[src/rtl/voxel_slab_face_emitter_defines.svh]
// ----------------------------------------------------------------------------
// voxel_slab_face_emitter_defines
// Assertion macros shared by the voxel slab face emitter.
// ----------------------------------------------------------------------------
`ifndef VOXEL_SLAB_FACE_EMITTER_DEFINES_SVH
`define VOXEL_SLAB_FACE_EMITTER_DEFINES_SVH

// same-cycle implication, checked out of reset
`define VSFE_ASSERT_NOW(lbl, clk, rst_n, ante, cons, msg) \
  lbl: assert property (@(posedge clk) disable iff (!(rst_n)) (ante) |-> (cons)) \
    else $error(msg);

// next-cycle implication, checked out of reset
`define VSFE_ASSERT_NEXT(lbl, clk, rst_n, ante, cons, msg) \
  lbl: assert property (@(posedge clk) disable iff (!(rst_n)) (ante) |=> (cons)) \
    else $error(msg);

`endif

[src/rtl/vsfe_pkg.sv]
`timescale 1ns / 1ps
// ----------------------------------------------------------------------------
// vsfe_pkg
// Shared types and constants of the voxel slab face emitter.
// ----------------------------------------------------------------------------
package vsfe_pkg;

  localparam int COORD_BITS_DEF = 8;
  localparam int COLOR_W        = 8;
  localparam int MASK_W         = 6;
  localparam int DIR_W          = 3;
  localparam int NSIDE          = 4;
  localparam int NFACE          = 10;
  localparam int SLOT_W         = 4;
  localparam int JQ_DEPTH       = 4;
  localparam int OQ_DEPTH       = 4;

  localparam int MASK_TOP_BIT   = 4;
  localparam int MASK_BOT_BIT   = 5;

  // slots of the pending-face vector
  localparam int SLOT_TOP = 0;
  localparam int SLOT_C1  = 1;
  localparam int SLOT_C2  = 5;
  localparam int SLOT_BOT = 9;

  typedef enum logic [DIR_W-1:0] {
    DIR_TOP    = 3'd0,
    DIR_NX     = 3'd1,
    DIR_PX     = 3'd2,
    DIR_NY     = 3'd3,
    DIR_PY     = 3'd4,
    DIR_BOTTOM = 3'd5
  } face_dir_t;

  typedef struct packed {
    logic full;
    logic empty;
  } q_stat_t;

endpackage

[src/rtl/vsfe_fifo.sv]
`timescale 1ns / 1ps
// ----------------------------------------------------------------------------
// vsfe_fifo
// Small synchronous queue with full/empty status.
// ----------------------------------------------------------------------------
module vsfe_fifo #(
  parameter int W     = 8,
  parameter int DEPTH = 4
) (
  input  logic              clk,
  input  logic              rst_n,
  input  logic              push,
  input  logic [W-1:0]      wdata,
  input  logic              pop,
  output logic [W-1:0]      rdata,
  output vsfe_pkg::q_stat_t stat
);

  localparam int PW = (DEPTH > 1) ? $clog2(DEPTH) : 1;
  localparam int CW = $clog2(DEPTH + 1);

  logic [W-1:0]  mem [DEPTH];
  logic [PW-1:0] wptr_r, wptr_nxt;
  logic [PW-1:0] rptr_r, rptr_nxt;
  logic [CW-1:0] cnt_r, cnt_nxt;
  logic          do_push, do_pop;

  assign stat.full  = (cnt_r == CW'(DEPTH));
  assign stat.empty = (cnt_r == '0);
  assign do_push    = push && !stat.full;
  assign do_pop     = pop && !stat.empty;
  assign rdata      = mem[rptr_r];

  always_comb begin
    wptr_nxt = wptr_r;
    rptr_nxt = rptr_r;
    cnt_nxt  = cnt_r;
    if (do_push) begin
      wptr_nxt = (wptr_r == PW'(DEPTH - 1)) ? '0 : wptr_r + 1'b1;
    end
    if (do_pop) begin
      rptr_nxt = (rptr_r == PW'(DEPTH - 1)) ? '0 : rptr_r + 1'b1;
    end
    if (do_push && !do_pop) begin
      cnt_nxt = cnt_r + 1'b1;
    end else if (do_pop && !do_push) begin
      cnt_nxt = cnt_r - 1'b1;
    end
  end

  always_ff @(posedge clk) begin
    if (!rst_n) begin
      wptr_r <= '0;
      rptr_r <= '0;
      cnt_r  <= '0;
    end else begin
      wptr_r <= wptr_nxt;
      rptr_r <= rptr_nxt;
      cnt_r  <= cnt_nxt;
    end
  end

  always_ff @(posedge clk) begin
    if (do_push) begin
      mem[wptr_r] <= wdata;
    end
  end

endmodule

[src/rtl/vsfe_front.sv]
`timescale 1ns / 1ps
// ----------------------------------------------------------------------------
// vsfe_front
// Tracks slab and run state per voxel and packs the faces it causes into a job.
// ----------------------------------------------------------------------------
module vsfe_front #(
  parameter int COORD_BITS = vsfe_pkg::COORD_BITS_DEF,
  parameter int JOB_W      = 1
) (
  input  logic                         clk,
  input  logic                         rst_n,
  input  logic                         accept,
  input  logic [COORD_BITS-1:0]        col_x,
  input  logic [COORD_BITS-1:0]        col_y,
  input  logic [COORD_BITS-1:0]        slab_top,
  input  logic [vsfe_pkg::COLOR_W-1:0] voxel_color,
  input  logic [vsfe_pkg::MASK_W-1:0]  cull_mask,
  input  logic                         first_voxel,
  input  logic                         last_voxel,
  output logic                         job_push,
  output logic [JOB_W-1:0]             job
);

  localparam int ZW = COORD_BITS + 1;
  localparam logic [ZW-1:0] Z_LIMIT = {1'b1, {COORD_BITS{1'b0}}};

  logic [ZW-1:0]                run_start_z_r, run_start_z_nxt;
  logic [vsfe_pkg::COLOR_W-1:0] run_color_r, run_color_nxt;
  logic [ZW-1:0]                next_z_r, next_z_nxt;
  logic                         in_slab_r, in_slab_nxt;

  logic [ZW-1:0]                top_z, nz0;
  logic                         start;
  logic [vsfe_pkg::NFACE-1:0]   pend;
  logic [ZW-1:0]                c1_zf, c1_zt;
  logic [vsfe_pkg::COLOR_W-1:0] c1_col;

  assign top_z = {1'b0, slab_top};
  assign start = first_voxel || !in_slab_r;

  always_comb begin
    pend            = '0;
    c1_zf           = run_start_z_r;
    c1_zt           = next_z_r;
    c1_col          = run_color_r;
    run_start_z_nxt = run_start_z_r;
    run_color_nxt   = run_color_r;
    nz0             = next_z_r;
    in_slab_nxt     = in_slab_r;

    if (start) begin
      in_slab_nxt     = 1'b1;
      run_start_z_nxt = top_z;
      nz0             = top_z;
      run_color_nxt   = voxel_color;
      pend[vsfe_pkg::SLOT_TOP] = first_voxel && cull_mask[vsfe_pkg::MASK_TOP_BIT];
    end else if (voxel_color != run_color_r) begin
      // color change closes the open run
      pend[vsfe_pkg::SLOT_C1 +: vsfe_pkg::NSIDE] = cull_mask[vsfe_pkg::NSIDE-1:0];
      run_start_z_nxt = next_z_r;
      run_color_nxt   = voxel_color;
    end

    next_z_nxt = (nz0 < Z_LIMIT) ? nz0 + 1'b1 : nz0;

    if (last_voxel) begin
      pend[vsfe_pkg::SLOT_C2 +: vsfe_pkg::NSIDE] = cull_mask[vsfe_pkg::NSIDE-1:0];
      pend[vsfe_pkg::SLOT_BOT] = cull_mask[vsfe_pkg::MASK_BOT_BIT];
      in_slab_nxt = 1'b0;
    end
  end

  // second closing run spans run_start_z_nxt..next_z_nxt; bottom plane is next_z_nxt
  assign job = {col_x, col_y, voxel_color, pend, slab_top,
                c1_zf, c1_zt, c1_col,
                run_start_z_nxt, next_z_nxt, run_color_nxt};
  assign job_push = accept && (|pend);

  always_ff @(posedge clk) begin
    if (!rst_n) begin
      run_start_z_r <= '0;
      run_color_r   <= '0;
      next_z_r      <= '0;
      in_slab_r     <= 1'b0;
    end else if (accept) begin
      run_start_z_r <= run_start_z_nxt;
      run_color_r   <= run_color_nxt;
      next_z_r      <= next_z_nxt;
      in_slab_r     <= in_slab_nxt;
    end
  end

endmodule

[src/rtl/vsfe_back.sv]
`timescale 1ns / 1ps
// ----------------------------------------------------------------------------
// vsfe_back
// Walks the pending faces of one job, one face per cycle while the output queue has room, lowest slot first.
// ----------------------------------------------------------------------------
module vsfe_back #(
  parameter int COORD_BITS = vsfe_pkg::COORD_BITS_DEF,
  parameter int JOB_W      = 1,
  parameter int FACE_W     = 1
) (
  input  logic              clk,
  input  logic              rst_n,
  input  logic [JOB_W-1:0]  job,
  input  vsfe_pkg::q_stat_t jq_stat,
  output logic              jq_pop,
  input  vsfe_pkg::q_stat_t oq_stat,
  output logic              oq_push,
  output logic [FACE_W-1:0] face
);

  localparam int ZW = COORD_BITS + 1;
  localparam int CW = vsfe_pkg::COLOR_W;

  logic [vsfe_pkg::NFACE-1:0] pend_r, pend_nxt;
  logic [JOB_W-1:0]           job_r;

  logic [COORD_BITS-1:0]      j_x, j_y, j_top;
  logic [CW-1:0]              j_col, j_c1col, j_c2col;
  logic [vsfe_pkg::NFACE-1:0] j_pend;
  logic [ZW-1:0]              j_c1zf, j_c1zt, j_c2zf, j_c2zt;

  logic [vsfe_pkg::NFACE-1:0] lowbit, rest;
  logic [vsfe_pkg::SLOT_W-1:0] sel;
  logic                       busy, emit, load;
  vsfe_pkg::face_dir_t        dir;
  logic [ZW-1:0]              zf, zt;
  logic [CW-1:0]              fcol;

  // pending slots of the job at the queue head
  function automatic logic [vsfe_pkg::NFACE-1:0] j_pend_in();
    return job[JOB_W-2*COORD_BITS-CW-1 -: vsfe_pkg::NFACE];
  endfunction

  assign {j_x, j_y, j_col, j_pend, j_top, j_c1zf, j_c1zt, j_c1col,
          j_c2zf, j_c2zt, j_c2col} = job_r;

  assign busy   = |pend_r;
  assign lowbit = pend_r & (~pend_r + 1'b1);
  assign rest   = pend_r & ~lowbit;
  assign emit   = busy && !oq_stat.full;
  assign load   = !jq_stat.empty && (!busy || (emit && (rest == '0)));
  assign jq_pop = load;
  assign oq_push = emit;

  always_comb begin
    sel = '0;
    for (int i = vsfe_pkg::NFACE - 1; i >= 0; i--) begin
      if (pend_r[i]) begin
        sel = vsfe_pkg::SLOT_W'(i);
      end
    end
  end

  always_comb begin
    dir  = vsfe_pkg::DIR_TOP;
    zf   = {1'b0, j_top};
    zt   = {1'b0, j_top};
    fcol = j_col;
    if (sel == vsfe_pkg::SLOT_W'(vsfe_pkg::SLOT_BOT)) begin
      dir = vsfe_pkg::DIR_BOTTOM;
      zf  = j_c2zt;
      zt  = j_c2zt;
    end else if (sel >= vsfe_pkg::SLOT_W'(vsfe_pkg::SLOT_C2)) begin
      dir  = vsfe_pkg::face_dir_t'(vsfe_pkg::DIR_W'(sel - vsfe_pkg::SLOT_W'(vsfe_pkg::SLOT_C2))
             + vsfe_pkg::DIR_W'(vsfe_pkg::DIR_NX));
      zf   = j_c2zf;
      zt   = j_c2zt;
      fcol = j_c2col;
    end else if (sel >= vsfe_pkg::SLOT_W'(vsfe_pkg::SLOT_C1)) begin
      dir  = vsfe_pkg::face_dir_t'(vsfe_pkg::DIR_W'(sel - vsfe_pkg::SLOT_W'(vsfe_pkg::SLOT_C1))
             + vsfe_pkg::DIR_W'(vsfe_pkg::DIR_NX));
      zf   = j_c1zf;
      zt   = j_c1zt;
      fcol = j_c1col;
    end
  end

  assign face = {dir, j_x, j_y, zf, zt, fcol, (rest == '0)};

  always_comb begin
    pend_nxt = pend_r;
    if (load) begin
      pend_nxt = j_pend_in();
    end else if (emit) begin
      pend_nxt = rest;
    end
  end

  always_ff @(posedge clk) begin
    if (!rst_n) begin
      pend_r <= '0;
    end else begin
      pend_r <= pend_nxt;
    end
  end

  always_ff @(posedge clk) begin
    if (load) begin
      job_r <= job;
    end
  end

endmodule

[src/rtl/voxel_slab_face_emitter.sv]
`timescale 1ns / 1ps
// path: a face passes the job queue, the back end's job register and the output queue before it is readable
// throughput: one voxel per cycle while the job queue has room; the back end
//   drains one face per cycle while the output queue has room
// reset: rst_n synchronous, active low; clears slab state and empties both queues
// ----------------------------------------------------------------------------
// voxel_slab_face_emitter
// Merges equal-color voxel runs of a vertical slab and emits cap and side faces.
// ----------------------------------------------------------------------------
`include "voxel_slab_face_emitter_defines.svh"

module voxel_slab_face_emitter #(
  parameter int COORD_BITS = vsfe_pkg::COORD_BITS_DEF
) (
  input  logic                          clk,
  input  logic                          rst_n,
  input  logic                          in_push,
  output logic                          in_full,
  input  logic [COORD_BITS-1:0]         in_col_x,
  input  logic [COORD_BITS-1:0]         in_col_y,
  input  logic [COORD_BITS-1:0]         in_slab_top,
  input  logic [vsfe_pkg::COLOR_W-1:0]  in_voxel_color,
  input  logic [vsfe_pkg::MASK_W-1:0]   in_cull_mask,
  input  logic                          in_first_voxel,
  input  logic                          in_last_voxel,
  output logic                          out_empty,
  input  logic                          out_pop,
  output logic [vsfe_pkg::DIR_W-1:0]    out_face_dir,
  output logic [COORD_BITS-1:0]         out_face_x,
  output logic [COORD_BITS-1:0]         out_face_y,
  output logic [COORD_BITS:0]           out_z_from,
  output logic [COORD_BITS:0]           out_z_to,
  output logic [vsfe_pkg::COLOR_W-1:0]  out_face_color,
  output logic                          out_last_face
);

  localparam int ZW     = COORD_BITS + 1;
  localparam int JOB_W  = 3 * COORD_BITS + 2 * vsfe_pkg::COLOR_W + vsfe_pkg::NFACE
                          + 4 * ZW + vsfe_pkg::COLOR_W;
  localparam int FACE_W = vsfe_pkg::DIR_W + 2 * COORD_BITS + 2 * ZW
                          + vsfe_pkg::COLOR_W + 1;

  logic              accept;
  logic              jq_push, jq_pop, oq_push;
  logic [JOB_W-1:0]  job_in, job_out;
  logic [FACE_W-1:0] face_in, face_out;
  vsfe_pkg::q_stat_t jq_stat, oq_stat;

  assign in_full = jq_stat.full;
  assign accept  = in_push && !jq_stat.full;

  vsfe_front #(
    .COORD_BITS (COORD_BITS),
    .JOB_W      (JOB_W)
  ) u_front (
    .clk         (clk),
    .rst_n       (rst_n),
    .accept      (accept),
    .col_x       (in_col_x),
    .col_y       (in_col_y),
    .slab_top    (in_slab_top),
    .voxel_color (in_voxel_color),
    .cull_mask   (in_cull_mask),
    .first_voxel (in_first_voxel),
    .last_voxel  (in_last_voxel),
    .job_push    (jq_push),
    .job         (job_in)
  );

  vsfe_fifo #(
    .W     (JOB_W),
    .DEPTH (vsfe_pkg::JQ_DEPTH)
  ) u_job_q (
    .clk   (clk),
    .rst_n (rst_n),
    .push  (jq_push),
    .wdata (job_in),
    .pop   (jq_pop),
    .rdata (job_out),
    .stat  (jq_stat)
  );

  vsfe_back #(
    .COORD_BITS (COORD_BITS),
    .JOB_W      (JOB_W),
    .FACE_W     (FACE_W)
  ) u_back (
    .clk     (clk),
    .rst_n   (rst_n),
    .job     (job_out),
    .jq_stat (jq_stat),
    .jq_pop  (jq_pop),
    .oq_stat (oq_stat),
    .oq_push (oq_push),
    .face    (face_in)
  );

  vsfe_fifo #(
    .W     (FACE_W),
    .DEPTH (vsfe_pkg::OQ_DEPTH)
  ) u_out_q (
    .clk   (clk),
    .rst_n (rst_n),
    .push  (oq_push),
    .wdata (face_in),
    .pop   (out_pop),
    .rdata (face_out),
    .stat  (oq_stat)
  );

  assign out_empty = oq_stat.empty;
  assign {out_face_dir, out_face_x, out_face_y, out_z_from, out_z_to,
          out_face_color, out_last_face} = face_out;

  // caps are planes
  `VSFE_ASSERT_NOW(a_cap_flat, clk, rst_n,
    !out_empty && (out_face_dir == vsfe_pkg::DIR_TOP || out_face_dir == vsfe_pkg::DIR_BOTTOM),
    out_z_from == out_z_to, "cap face with nonzero z span")

  // side spans never run backwards
  `VSFE_ASSERT_NOW(a_side_order, clk, rst_n,
    !out_empty && out_face_dir != vsfe_pkg::DIR_TOP && out_face_dir != vsfe_pkg::DIR_BOTTOM,
    out_z_from <= out_z_to, "side face with z_from above z_to")

  // a top-cap voxel always leaves a job behind
  `VSFE_ASSERT_NEXT(a_top_job, clk, rst_n,
    accept && in_first_voxel && in_cull_mask[vsfe_pkg::MASK_TOP_BIT],
    !jq_stat.empty, "top cap voxel produced no job")

endmodule
[config.mk]
export PLATFORM = sky130hd
export DESIGN_NAME = voxel_slab_face_emitter
export DESIGN_NICKNAME = d
export VERILOG_FILES = /design/src/rtl/vsfe_pkg.sv /design/src/rtl/vsfe_fifo.sv /design/src/rtl/vsfe_front.sv /design/src/rtl/vsfe_back.sv /design/src/rtl/voxel_slab_face_emitter.sv
export VERILOG_INCLUDE_DIRS = /design/src /design/src/rtl
export SDC_FILE = /design/constraint.sdc
export NUM_CORES = 1
export LEC_CHECK = 0
export CORE_MARGIN = 2
export CORE_UTILIZATION = 65
export CTS_BUF_LIST = sky130_fd_sc_hd__clkbuf_8
export DETAILED_ROUTE_END_ITERATION = 7
export DONT_BUFFER_PORTS = 1
export GPL_ROUTABILITY_DRIVEN = 0
export HOLD_SLACK_MARGIN = 0.08
export PLACE_DENSITY = 0.88
export SYNTH_ARGS = -nofsm -noshare
export SYNTH_HDL_FRONTEND = slang
export SYNTH_SLANG_ARGS = --single-unit
[constraint.sdc]
create_clock -name clk -period 6.4 [get_ports clk]
set_input_delay 0.64 -clock clk [delete_from_list [all_inputs] [get_ports clk]]
set_output_delay 0.64 -clock clk [all_outputs]
set_load 0.05 [all_outputs]
* Word level (Yosys, flattened, before mapping)
Memories as Yosys holds them, arrays and structs flattened. A register that Yosys moved wholly into a read port is not among the register bits.
Cells that the tools add are included.
** Word-level totals
- Register bits after elaboration :: 145
- RAM bits :: 560
- Bits of input ports :: 44
- Memories kept :: 2
** Operators by class
- Add/subtract/negate cells :: 14
- $lt $le $gt $ge :: 3
- Eq/ne operators :: 8
- Mux-type cells :: 52
- Bitwise gates (word level) :: 4
- Reductions and logical operators :: 36
** Memory list
- u_job_q.mem :: depth 4, width 94, rd ports 1, clocked after Yosys merged registers in 1, wr ports 1, line vsfe_fifo.sv:22 : logic [W-1:0] mem [DEPTH];
- u_out_q.mem :: depth 4, width 46, rd ports 1, clocked after Yosys merged registers in 1, wr ports 1, line vsfe_fifo.sv:22
** Operators with widths (count)
- $mux W9 :: 10
- $mux W4 :: 12
- $mux W8 :: 5
- $mux W3 :: 7
- $and A10 B10 Y10 :: 2
- $mux W10 :: 2
- $not A10 Y10 :: 2
- $reduce_or A10 Y1 :: 2
- $mux W2 :: 8
- $logic_and A1 B1 Y1 :: 14
- $add A3 B1 Y3 const B :: 4
- $add A10 B1 Y10 const B :: 1
- $logic_not A1 Y1 :: 10
- $logic_not A10 Y1 :: 1
- $add A9 B1 Y9 const B :: 1
- $lt A9 B9 Y1 const B :: 1
- $sub A3 B1 Y3 const B :: 3
- $add A2 B1 Y2 const B :: 4
- $eq A2 B2 Y1 const B :: 4
- $ne A8 B8 Y1 :: 1
- $reduce_bool A2 Y1 :: 4
- $mux W1 :: 7
- $eq A3 B3 Y1 const B :: 2
- $logic_not A3 Y1 :: 2
- other kinds (7) :: 8

* Depth between registers and ports, before layout
- Depth after elaboration :: 15
- Gate-level depth with buffers :: 13

* Cells and area by module
A second synthesis with hierarchy kept.
** Second synthesis, totals
- Cell total of the unflattened synthesis :: 1420
- Area total of the unflattened synthesis :: 27665.3 sq um
** Modules (own cells, without submodules)
- vsfe_fifo at u_job_q :: instances 1, cells an instance 542, area an instance 14102.3 sq um, seq. area each 11471.0 sq um
- vsfe_fifo at u_out_q :: instances 1, cells an instance 291, area an instance 7180.6 sq um, seq. area each 5705.5 sq um
- vsfe_back :: instances 1, cells an instance 291, area an instance 4058.9 sq um, seq. area each 2722.6 sq um
- vsfe_front :: instances 1, cells an instance 295, area an instance 2309.7 sq um, seq. area each 540.5 sq um
- voxel_slab_face_emitter :: instances 1, cells an instance 1, area an instance 13.8 sq um, seq. area each 0.0 sq um

* Worst setup path before layout
OpenSTA, ideal clock, no wires.
- Path type :: input port to flip-flop
- Start :: input port in_first_voxel
- End :: memory u_job_q.mem[0][0] (netlist name) (enable)
- Library setup time :: 463 ps
- Arrival :: 3868 ps
- Required time :: 5937 ps
- Slack :: 2068 ps
- Stages :: 6
- Cells stage by stage :: nor2b_1 clkbuf_1 clkbuf_1 o2111a_1 or2_2 and2_1
** Between the ends
- Cells in the longest elaborated chain, start to end :: 7
- Elaborated cells between the ends (all ways) :: 9
- Classes of those cells :: 4 x mux; 5 x reduce/logical
** RTL lines
- start: declaration :: line voxel_slab_face_emitter.sv:24 : input logic in_first_voxel,
- $logic_and A1 B1 Y1 or $logic_or A1 B1 Y1 (tied branches) :: line vsfe_front.sv:56, vsfe_front.sv:39
- $mux W1 or $mux W4 (tied branches) :: line vsfe_front.sv:51 : if (start) begin
- $reduce_or A10 Y1 (*) :: line vsfe_front.sv:77 : assign job_push = accept && (|pend);
- $logic_and A1 B1 Y1 (*) :: line vsfe_front.sv:77
- $logic_and A1 B1 Y1 (*) :: line vsfe_fifo.sv:30 : assign do_push = push && !stat.full;
- via u_job_q.do_push :: line vsfe_fifo.sv:26 : logic do_push, do_pop;
- $mux W1 (*) :: line vsfe_fifo.sv:64 : if (do_push) begin
- $mux W1 (not written as such) (*) :: line vsfe_fifo.sv:65 : mem[wptr_r] <= wdata;
- end: declaration :: line vsfe_fifo.sv:22
Mark *: on every way through the listed nets, which the timed path passes. The rest lies on a longest branch.

* Final worst setup path
- Start :: register u_out_q.cnt_r[2]
- End :: register u_back.job_r[53] (enable)
** Between the ends
- Cells in the longest elaborated chain, start to end :: 6
** RTL lines
- start: declaration :: line vsfe_fifo.sv:25 : logic [CW-1:0] cnt_r, cnt_nxt;
- start signal: assignment :: line vsfe_fifo.sv:59 : cnt_r <= cnt_nxt;
- $eq A3 B3 Y1 :: line vsfe_fifo.sv:28 : assign stat.full = (cnt_r == CW'(DEPTH));
- $logic_not A1 Y1 :: line vsfe_back.sv:50 : assign emit = busy && !oq_stat.full;
- $logic_and A1 B1 Y1 :: line vsfe_back.sv:50
- $logic_and A1 B1 Y1 :: line vsfe_back.sv:51 : assign load = !jq_stat.empty && (!busy || (emit && (rest == '0)));
- $logic_or A1 B1 Y1 :: line vsfe_back.sv:51
- $logic_and A1 B1 Y1 :: line vsfe_back.sv:51
- end signal: assignment :: line vsfe_back.sv:109 : job_r <= job;
- end: declaration :: line vsfe_back.sv:25 : logic [JOB_W-1:0] job_r;
No other way between the ends.
A chain may end at the register's enable or synchronous reset.

==> key figures <==
Floorplan
  – Row cnt: 74
  – Die height: 206.5 um
  – Die width: 206.5 um
  – Ports: 92
  – Initial Util: 65.59%
  – Core footprint: 40650 um^2
  – Total die area: 42650 um^2

Power
  – Clock share of power: 22.1%
  – Leak: 9.615 nW
  – Sw power: 5.114 mW
  – Tot Pwr: 14.93 mW
  – Power per cell area: 507.7 nW/um^2
  – Logic pwr share: 28.4%
  – Int Pwr: 9.812 mW
  – Switching Fraction: 34.26%
  – Reg power frac: 49.6%
  – Max IR drop VDD: 0.3617 mV

GRT
  – Initial antenna violation count: 2
  – GRT Overall Usage: 25.47%
  – First-pass GRT wire length: 79.66 mm
  – Global route overflow: 0
  – Pin count of the biggest net entering global routing: 68
  – Vias in the first global route: 13420

Clock tree
  – H-tree depth: 3
  – CTS sink count: 699
  – Post-CTS setup buffers: 0
  – Resized cells post-CTS: 0
  – CTS Hold Bufs: 33
  – CTS buffer count: 99
  – Clock tree root driver cell: clkbuf_8
  – Max clock buf depth: 3
  – Clk_lat worst skew: 0.66 ns
  – Worst-path clk slew: 0.06 ns
  – TritonCTS clock tree: built

Logic synthesis
  – Top FF cell, synth: edfxtp_1
  – Syn_nets: 1394
  – Async SR Flop Fraction: 0%
  – Xor and xnor fraction of the mapped netlist area: 0.6570%
  – Post-Syn Area per Cell: 19.97 um^2
  – Cell variety after synth: 63
  – Post-Synth Simple-Gate Area: 4.458%
  – Mux cell area share after synthesis: 12.71%
  – Synth Area in Compound Gates: 3.276%
  – Cells after synthesis: 1335
  – Number of synthesized flops with an enable pin: 644
  – Largest family of logic cells by synthesized area: multiplexers
  – Sequential area share after synthesis: 76.66%
  – Adder-cell area share of the yosys netlist: 0.7978%
  – Post-Synthesis Cell Area: 26660 um^2
  – Synth Warn #: 0
  – Yosys reg bits: 699

Worst setup path
  – Crit-path cells: nor3b_1, nor2_1, a21oi_2, clkinv_2, buf_4
  – Worst Path Required: 6.73 ns
  – Setup crit end kind: flip-flop
  – Max incr delay on CP: 1.01 ns
  – Critical path type: flip-flop to flip-flop
  – Crit path max-delay family: buffers and inverters
  – CP arrival: 4.32 ns
  – Critical Path Fanout Max: 46
  – Startpoint Class: flip-flop
  – Slowest-stage cell, CP: clkinv_2
  – WP buf/inv: 2

Routing
  – Drt pass-1 iters: 6
  – DRT iter0 DRCs: 1618
  – Via-to-Cell Ratio: 6.471
  – WL final: 53.00 mm
  – Detail Route Antenna Nets: 0
  – WL/cell: 26.12 um
  – Total number of vias: 13130
  – Detailed-route DRC error count: 0

Final layout
  – Area growth syn-to-layout: 10.28%
  – Most common cell after layout, fill and taps aside: edfxtp_1
  – Layout Utilization: 72.34%
  – Finished Layout Cells: 2029
  – Share of layout cells above drive strength 1: 21.98%
  – Inserted Diodes: 0
  – NumNets Final: 1472
  – Most frequent cells in the layout: 644 x edfxtp_1, 140 x mux4_2, 107 x clkbuf_8

Run
  – Maxcap violations: 0

Min path
  – Hold Path Class: input port to flip-flop

STA
  – RSZ-0062 raised after global routing: false
  – Worst-margin pin slew: 1.194 ns
  – Final setup fails: 0
  – Setup Skew: 0.03473 ns
  – Fin crit period: 3.993 ns
  – Final Cycle Share: 62.39%
  – Fin. max-slew vios: 0
  – Slew headroom: 20.40%
  – Achievable Freq: 250.4 MHz
  – Setup_tns: 0 ns
  – Hold Fails Final Rpt: 0
  – Hold Worst Slack: 0.1165 ns

Run status
  – Status: finished clean

Place
  – Placed insts: 1811
  – Post-DP HPWL: 31.37 mm
  – Port bufs: 0
synthesized netlist by cell type, types with 4 or more instances:
library cell | number | area, um^2
a21oi_1 | 33 | 165.2
o21ai_2 | 5 | 43.79
xor2_1 | 9 | 78.83
nor4_1 | 4 | 25.02
o21ai_0 | 10 | 50.05
and3_1 | 11 | 68.82
o211ai_1 | 9 | 67.56
xnor2_1 | 11 | 96.34
o311ai_0 | 4 | 35.03
nand2_1 | 84 | 315.3
dfxtp_1 | 55 | 1101
ha_1 | 13 | 162.7
buf_1 | 15 | 56.30
buf_2 | 12 | 60.06
edfxtp_1 | 644 | 19340
and2_1 | 19 | 118.9
o221a_2 | 7 | 78.83
o22a_1 | 7 | 61.31
mux2_2 | 4 | 45.04
nor3_1 | 11 | 55.05
nand4_1 | 12 | 75.07
or3_1 | 6 | 37.54
buf_6 | 4 | 45.04
inv_1 | 13 | 48.80
clkbuf_1 | 39 | 146.4
mux4_2 | 140 | 3153
o31a_1 | 5 | 43.79
nand2b_1 | 4 | 25.02
or4_1 | 5 | 37.54
nor2_1 | 40 | 150.1
mux2i_1 | 19 | 190.2
nand3_1 | 25 | 125.1
a221o_1 | 10 | 100.1
flip-flops by register name, summed over array words and instances, names as in the netlist, named ones only:
register and cells:
u_job_q.mem 376, u_out_q.cnt_r 3, u_back.pend_r 10, u_job_q.cnt_r 3, u_front.c1_zf 9, u_front.in_slab_r 1
u_back.job_r 84, u_job_q.wptr_r 2, u_front.c1_zt 9, u_out_q.mem 184, u_out_q.rptr_r 2, u_job_q.rptr_r 2
u_out_q.wptr_r 2, u_front.c1_col 8
layout make-up:
type	instances	area, um^2
Multi-Input combinational cell	549	5861
Timing Repair Buffer	51	465.4
Tap cell	532	665.6
Fill cell	2072	11240
Sequential cell	699	20450
Clock buffer	107	1473
Inverter	13	50.05
Clock inverter	78	435.4
power by group through the flow:
stage / Sequential, mW / Clock [mW] / Combinational, mW
after CTS: 7.39 / 3.34 / 4.23
after detailed placement: 7.48 / 0 / 4.18
after global routing: 7.51 / 3.52 / 4.49
after global placement: 7.36 / 0 / 4.01
final: 7.40 / 3.29 / 4.24
after floorplan: 7.13 / 0 / 3.37
per-stage QoR:
| stage | area [um^2] | setup WS (ns) |
|---|---|---|
| after floorplan | 26660 | 2.068 |
| after global placement | 27160 | 2.653 |
| after detailed placement | 27160 | 2.480 |
| after CTS | 29400 | 2.452 |
| after global routing | 29400 | 2.086 |
| final | 29400 | 2.407 |
kinds of logic after synthesis:
group                      count (synthesis)
DFF                                      699
and+or+nand+nor                          236
muxes                                    163
AOI/OAI and AO/OA                        114
buffers and inverters                     87
xor gates and xnor gates                  20
adders and majority gates                 16
path summary, 6_finish.rpt:
kind	startpoint	to	slack, ns	depth (start not counted)
setup / recovery	u_out_q.cnt_r[2]	u_back.job_r[53]	2.41	5
hold / removal	in_voxel_color[2]	u_front.c1_col[2]	0.12	2
setup reg to reg	u_out_q.cnt_r[2]	u_back.job_r[53]	2.41	5
hold reg to reg	u_back.job_r[84]	u_out_q.mem[1][33]	0.50	0
metal layers:
layer	wire length, um	share of wire, %	global-route usage, %
met5	27	0.051	0
met4	1109	2.1	7.857
met3	4766	9.0	5.808
met2	27100	51	42.53
met1	20000	38	33.99
No activity file was read; power rests on OpenSTA's default activity.
